<file path="src/gdrc_pkg.sv">
// Shared types and constants of the grid DDA ray caster.
package gdrc_pkg;

   // Fixed point and geometry
   localparam int FracBits     = 16;
   localparam int MapBits      = 6;
   localparam int MapAddrBits  = 2 * MapBits;
   localparam int MapCells     = 1 << MapAddrBits;
   localparam int ScreenWidth  = 640;
   localparam int ScreenHeight = 480;
   localparam int WalkLimit    = 2 * (1 << MapBits) + 4;

   // Field and datapath widths
   localparam int CodeBits   = 8;
   localparam int ColBits    = 10;
   localparam int PosBits    = 22;
   localparam int VecBits    = 18;
   localparam int CamBits    = 19;
   localparam int RayBits    = 21;
   localparam int DeltaBits  = 33;
   localparam int SideBits   = 42;
   localparam int CoordBits  = 8;
   localparam int PerpBits   = 24;
   localparam int LineBits   = 12;
   localparam int RowBits    = 9;
   localparam int IterBits   = 8;
   localparam int DivNumBits = 42;
   localparam int DivDenBits = 24;
   localparam int DivSteps   = DivNumBits / 2;
   localparam int DivCntBits = 5;

   // Camera offset 2*col*ONE/ScreenWidth = col*1024/5, done as col*ceil(2^22/5) >> 12;
   // exact for every 10-bit column
   localparam int                      CamRecipBits = 20;
   localparam int                      CamShift     = 12;
   localparam logic [CamRecipBits-1:0] CamRecip     = 20'd838861;

   localparam logic [PerpBits-1:0]   PerpMax    = '1;
   localparam logic [LineBits-1:0]   LineMax    = '1;
   localparam logic [RowBits-1:0]    HalfHeight = RowBits'(ScreenHeight / 2);
   localparam logic [RowBits-1:0]    LastRow    = RowBits'(ScreenHeight - 1);
   localparam logic [DivNumBits-1:0] DeltaNum   = DivNumBits'(64'd1 << (2 * FracBits));
   localparam logic [DivNumBits-1:0] LineNum    = DivNumBits'(ScreenHeight * (1 << FracBits));

   // Register indexes
   localparam int CsrBits = 3;
   localparam logic [CsrBits-1:0] CsrPosX   = 3'd0;
   localparam logic [CsrBits-1:0] CsrPosY   = 3'd1;
   localparam logic [CsrBits-1:0] CsrDirX   = 3'd2;
   localparam logic [CsrBits-1:0] CsrDirY   = 3'd3;
   localparam logic [CsrBits-1:0] CsrPlaneX = 3'd4;
   localparam logic [CsrBits-1:0] CsrPlaneY = 3'd5;

   // Request kinds
   localparam logic ActWrite = 1'b0;
   localparam logic ActCast  = 1'b1;

   typedef struct packed {
      logic                 action;
      logic [MapBits-1:0]   cell_x;
      logic [MapBits-1:0]   cell_y;
      logic [CodeBits-1:0]  cell_code;
      logic [ColBits-1:0]   column;
   } req_type;

   typedef struct packed {
      logic    valid;
      logic    cast;
      req_type req;
   } head_type;

   typedef struct packed {
      logic pop;
      logic clearing;
   } back_ctl_type;

   typedef struct packed {
      logic [PosBits-1:0] pos_x;
      logic [PosBits-1:0] pos_y;
      logic [VecBits-1:0] dir_x;
      logic [VecBits-1:0] dir_y;
      logic [VecBits-1:0] plane_x;
      logic [VecBits-1:0] plane_y;
   } cfg_type;

   typedef struct packed {
      logic [ColBits-1:0]  out_column;
      logic [MapBits-1:0]  hit_x;
      logic [MapBits-1:0]  hit_y;
      logic [CodeBits-1:0] wall_code;
      logic                hit_side;
      logic                escaped;
      logic [PerpBits-1:0] perp_distance;
      logic [LineBits-1:0] line_height;
      logic [RowBits-1:0]  draw_start;
      logic [RowBits-1:0]  draw_end;
   } rsp_type;

endpackage

</file>
<file path="src/gdrc_front.sv">
// Front end: request intake, classification and a two-entry request queue.
module gdrc_front (
   input  logic                  clock,
   input  logic                  reset,
   input  logic                  start,
   input  gdrc_pkg::req_type     req_in,
   input  gdrc_pkg::back_ctl_type back_ctl,
   output logic                  busy,
   output gdrc_pkg::head_type    head
);

   gdrc_pkg::req_type q_ff [2];
   logic       wr_ptr_ff;
   logic       rd_ptr_ff;
   logic [1:0] count_ff;
   logic       push;
   logic       pop;

   // Hold off new requests while the map clears or the queue is full
   assign busy = back_ctl.clearing | (count_ff == 2'd2);
   assign push = start & ~busy;
   assign pop  = back_ctl.pop & (count_ff != 2'd0);

   always_ff @(posedge clock) begin
      if (reset) begin
         wr_ptr_ff <= 1'b0;
         rd_ptr_ff <= 1'b0;
         count_ff  <= 2'd0;
      end else begin
         if (push) wr_ptr_ff <= ~wr_ptr_ff;
         if (pop) rd_ptr_ff <= ~rd_ptr_ff;
         count_ff <= count_ff + 2'(push) - 2'(pop);
      end
   end

   // Queue storage
   always_ff @(posedge clock) begin
      if (push) q_ff[wr_ptr_ff] <= req_in;
   end

   // Head of queue, tagged by kind
   assign head.valid = (count_ff != 2'd0);
   assign head.req   = q_ff[rd_ptr_ff];
   assign head.cast  = (q_ff[rd_ptr_ff].action == gdrc_pkg::ActCast);

endmodule

</file>
<file path="config.mk">
export PLATFORM = sky130hd
export DESIGN_NAME = gdrc_front
export DESIGN_NICKNAME = d
export VERILOG_FILES = /design/src/gdrc_pkg.sv /design/src/gdrc_front.sv
export SDC_FILE = /design/constraint.sdc
export NUM_CORES = 1
export LEC_CHECK = 0
export BUFFER_PORTS_ARGS = -buffer_cell sky130_fd_sc_hd__buf_2
export CAP_MARGIN = 40
export CORE_MARGIN = 3
export CORE_UTILIZATION = 45
export DETAILED_ROUTE_END_ITERATION = 8
export PLACE_DENSITY = 0.7
export SKIP_CTS_REPAIR_TIMING = 1
export SYNTH_ARGS = -nofsm -noshare
export SYNTH_HDL_FRONTEND = slang
export SYNTH_SLANG_ARGS = --single-unit
</file>
<file path="constraint.sdc">
create_clock -name clock -period 3.8 [get_ports clock]
set_input_delay 0.19 -clock clock [delete_from_list [all_inputs] [get_ports clock]]
set_output_delay 0.19 -clock clock [all_outputs]
set_load 0.03 [all_outputs]
</file>
; ---- After elaboration in Yosys (flattened, before gate mapping)
; Memory sizes are Yosys's and may differ from the RTL's. A register that Yosys moved wholly into a read port is not among the register bits.
; Index checks and enable logic that the tools add are counted.
[classes]
n_addsub = 2
eq_ne = 1
n_mux = 4
bitwise = 6
n_reduce_logical = 1
[ops]
columns = op, count
row1 = $mux 1, 4
row2 = $not 1->1, 3
row3 = $add 2x1->2, 1
row4 = $and 1x1->1, 2
row5 = $eq 2x2->1 const B, 1
row6 = $reduce_bool 2->1, 1
row7 = $sub 2x1->2, 1
row8 = $or 1x1->1, 1
[word_totals]
ff_bits = 4
ram_bits = 62
input_bits = 36
output_inout_bits = 34
word_cells = 18
n_memories = 1
[memory_table]
columns = name, depth, word_bits, rd, rd_ports_with_merged_regs, write_ports, line_no
row1 = q_ff, 2, 31, 1, 1, 1, gdrc_front.sv:12  ; gdrc_pkg::req_type q_ff [2];

; ---- Longest topological paths before layout
[depth]
ltp_word = 6
mapped_depth = 8
depth_no_buf = 8

; ---- Worst setup path before layout
; No wires, ideal clock.
[synth_path]
path_kind = reg2reg
start = register count_ff[0]
end = memory q_ff[0][0] in the netlist's numbering, enable pin
setup_time_ns = 0.419
arrival_time_ns = 1.905
setup_slack_ns = 1.476
path_stages_with_launch = 4
path_buffers = 0
synth_period_minus_slack_ns = 2.324
cell_sequence = dfxtp_1 -> nand2b_2 -> nand3b_4 -> nor2_1
[synth_via]
elab_chain_cells = 6
[synth_rtl]
columns = element, line_no
row1 = from (decl), gdrc_front.sv:15  ; logic [1:0] count_ff;
row2 = from (signal assigned), gdrc_front.sv:32  ; count_ff <= count_ff + 2'(push) - 2'(pop);
row3 = $eq 2x2->1, gdrc_front.sv:20  ; assign busy = back_ctl.clearing | (count_ff == 2'd2);
row4 = $or 1x1->1, gdrc_front.sv:20
row5 = $not 1->1, gdrc_front.sv:21  ; assign push = start & ~busy;
row6 = $and 1x1->1, gdrc_front.sv:21
row7 = $mux 1, gdrc_front.sv:38  ; if (push) q_ff[wr_ptr_ff] <= req_in;
row8 = $mux 1 (not written as such), gdrc_front.sv:38
row9 = to (decl), gdrc_front.sv:12
; No other way between the ends.

==> impl_metrics.csv <==
group,metric,value,unit
floorplanning,dieHeight,82.38,um
finish,layout-area-overhead-vs-synth,23.21,%
clock_network,clock_latency,0.32,ns
clock_network,numCtsBuffers,9,
grt,grt_max_degree,32,
route,routedWlPerCell,15.65,um
logic_synthesis,synth.avg_cell_area,21.17,sq um
floorplanning,core,0.005574,sq mm
critical_path,worst-r2r-setup-slack,2.05,ns
route,vias,1324,
sta,drv_slew,0,
route,ant_nets,0,
critical_path,start_kind,"flip-flop",
place,dpl.hpwl,3.133,mm
route,drc_errors,0,
clock_network,root_buffer,"clkbuf_8",
flow_run,drv_cap,0,
power_and_ir_drop,p_leak,0.001286,uW
clock_network,cts_tree,"done",
finish,drive_above_1_share,57.97,%
clock_network,cts.sinks,67,
clock_network,cts_max_level,3,
sta,fmax,522.5,MHz
logic_synthesis,yosysSeqAreaShare,74.74,%
route,drt_iter0_drc,69,
place,place.port_buffers,69,
critical_path,crit_required,3.61,ns
floorplanning,num_rows,27,
logic_synthesis,synth_area,0.002625,sq mm
hold_path,hold_path_class,"input pin to flip-flop",
clock_network,cts_buffer_depth,2,
route,vias_per_cell,4.746,
finish,mostFrequentLayoutCells,"buf_2, edfxtp_1, mux2_4, clkbuf_8, nor2_1",
finish,fillers,465,
sta,worst_pin_slew,0.8545,ns
grt,antenna_found_initial,0,
floorplanning,die_x,82.38,um
grt,overflow,0,
floorplanning,start_util,47.09,%
sta,rsz0062_at_grt,"no",
grt,grt_pass1_vias,1403,
clock_network,clk_pin_slew,0.07,ns
floorplanning,ios,70,
place,gp_congestion,0.6529,
critical_path,crit_arrival,1.72,ns
sta,finClkSkew,0.004365,ns
outcome,status,"finished, final reports clean",
finish,final_common_cell,"buf_2",
grt,grt_pass1_wl,6.610,mm
logic_synthesis,syn_inst,124,
sta,slew_headroom,42.90,%
floorplanning,dieArea,0.006786,sq mm
logic_synthesis,synthesis.nets,162,
finish,antenna_cells,0,
route,routed_wl,4.367,mm
finish,fin_nets,240,
logic_synthesis,synth_cell_type_count,19,
logic_synthesis,yosys_warnings,0,
critical_path,path_max_fanout,19,
route,drt_pass1_iterations,3,
sta,hold_viol,0,
grt,track_usage,13.87,%
finish,layout.cells.non_filler,279,
place,place_inst,262,
critical_path,timing_worst_setup_path_type,"flip-flop to output port",
sta,setup_viol,0,
critical_path,critPathCaptureType,"output port",
power_and_ir_drop,ir_drop,0.4734,mV
logic_synthesis,ys_ff_latch,67,
sta,finalCriticalPeriod,1.914,ns
sta,setup_tns,0,ns
power_and_ir_drop,p_per_area,654.3,mW/mm^2
sta,period_share,50.37,%
==> metrics by stage <==
| step | instance area, sq um | util, % | total power (uW) | hold slack [ns] | worst slack, ns |
|---|---|---|---|---|---|
| 2_1_floorplan | 2625 | - | 1520 | 0.2616 | 1.476 |
| 3_3_place_gp | 3035 | 54.46 | 1652 | 0.3800 | 2.015 |
| 3_5_place_dp | 3055 | 54.81 | 1689 | 0.3830 | 1.989 |
| 4_1_cts | 3207 | 57.53 | 2147 | 0.03641 | 1.839 |
| 5_1_grt | 3234 | 58.02 | 2216 | 0.03221 | 1.794 |
| 6_report | 3234 | 58.02 | 2116 | 0.05462 | 1.886 |
==> logic make-up after synthesis <==
group	share of synthesized area, %
AOI/OAI and AO/OA	0.3337
and+or+nand+nor	3.290
muxes	18.16
adders and majority gates	0.9531
buffers and inverters	1.859
DFF	74.74
xor gates and xnor gates	0.6674
==> report_power, final <==
group / switching (uW) / internal (uW)
combinational: 406 / 312
sequential: 56.8 / 886
clock: 229 / 227
==> critical path, cell delays in order, from the launching register on <==
cell	delay (ns)
dfxtp_2	0.61
buf_12	0.25
mux2_2	0.36
buf_2	0.18
==> cells in the mapped netlist <==
library cell | n | area share, %
mux2_4 | 31 | 18
xor2_1 | 1 | 0.33
and2_1 | 1 | 0.24
nor3_1 | 1 | 0.19
o21a_2 | 1 | 0.33
dfxtp_1 | 5 | 3.8
buf_4 | 1 | 0.29
nor2_1 | 7 | 1.0
or2b_1 | 1 | 0.29
or2_2 | 1 | 0.24
mux2_2 | 1 | 0.43
buf_6 | 3 | 1.3
inv_1 | 2 | 0.29
nand3b_4 | 1 | 0.76
nand2b_2 | 1 | 0.33
nor2b_1 | 1 | 0.24
edfxtp_1 | 62 | 71
ha_1 | 2 | 0.95
xnor2_1 | 1 | 0.33
==> per-layer routing <==
metal | part of all wire [%] | GRT usage [%]
met1 | 37 | 13.96
met3 | 5.0 | 3.254
met5 | 0 | 0
met4 | 2.6 | 8.970
met2 | 55 | 25.32
==> final timing paths <==
check	start	to	cells after the start
worst min register to register	rd_ptr_ff$_SDFFE_PP0P_	flip-flop	2
worst min-delay path	req_in[10]	q_ff[1][10]$_DFFE_PP_	1
worst max register to register	count_ff[0]$_SDFF_PP0_	q_ff[0][10]$_DFFE_PP_	3
worst max-delay path	flip-flop	head[31]	3
==> sequential cells by signal (all words and copies together) (netlist names), named ones only <==
register   flops
q_ff          62
count_ff       2
rd_ptr_ff      1
wr_ptr_ff      1
==> final cells by class <==
cell class / instances / area, sq um / area share, %
sequential: 67 / 1963 / 60.70
inverter: 2 / 7.507 / 0.2321
timing repair buffer: 71 / 392.9 / 12.15
clock inverter: 5 / 20.02 / 0.6190
clock buffer: 11 / 131.4 / 4.062
tap: 72 / 90.09 / 2.785
multi-input combinational: 51 / 629.4 / 19.46
Power figures use the tool's default switching activity.
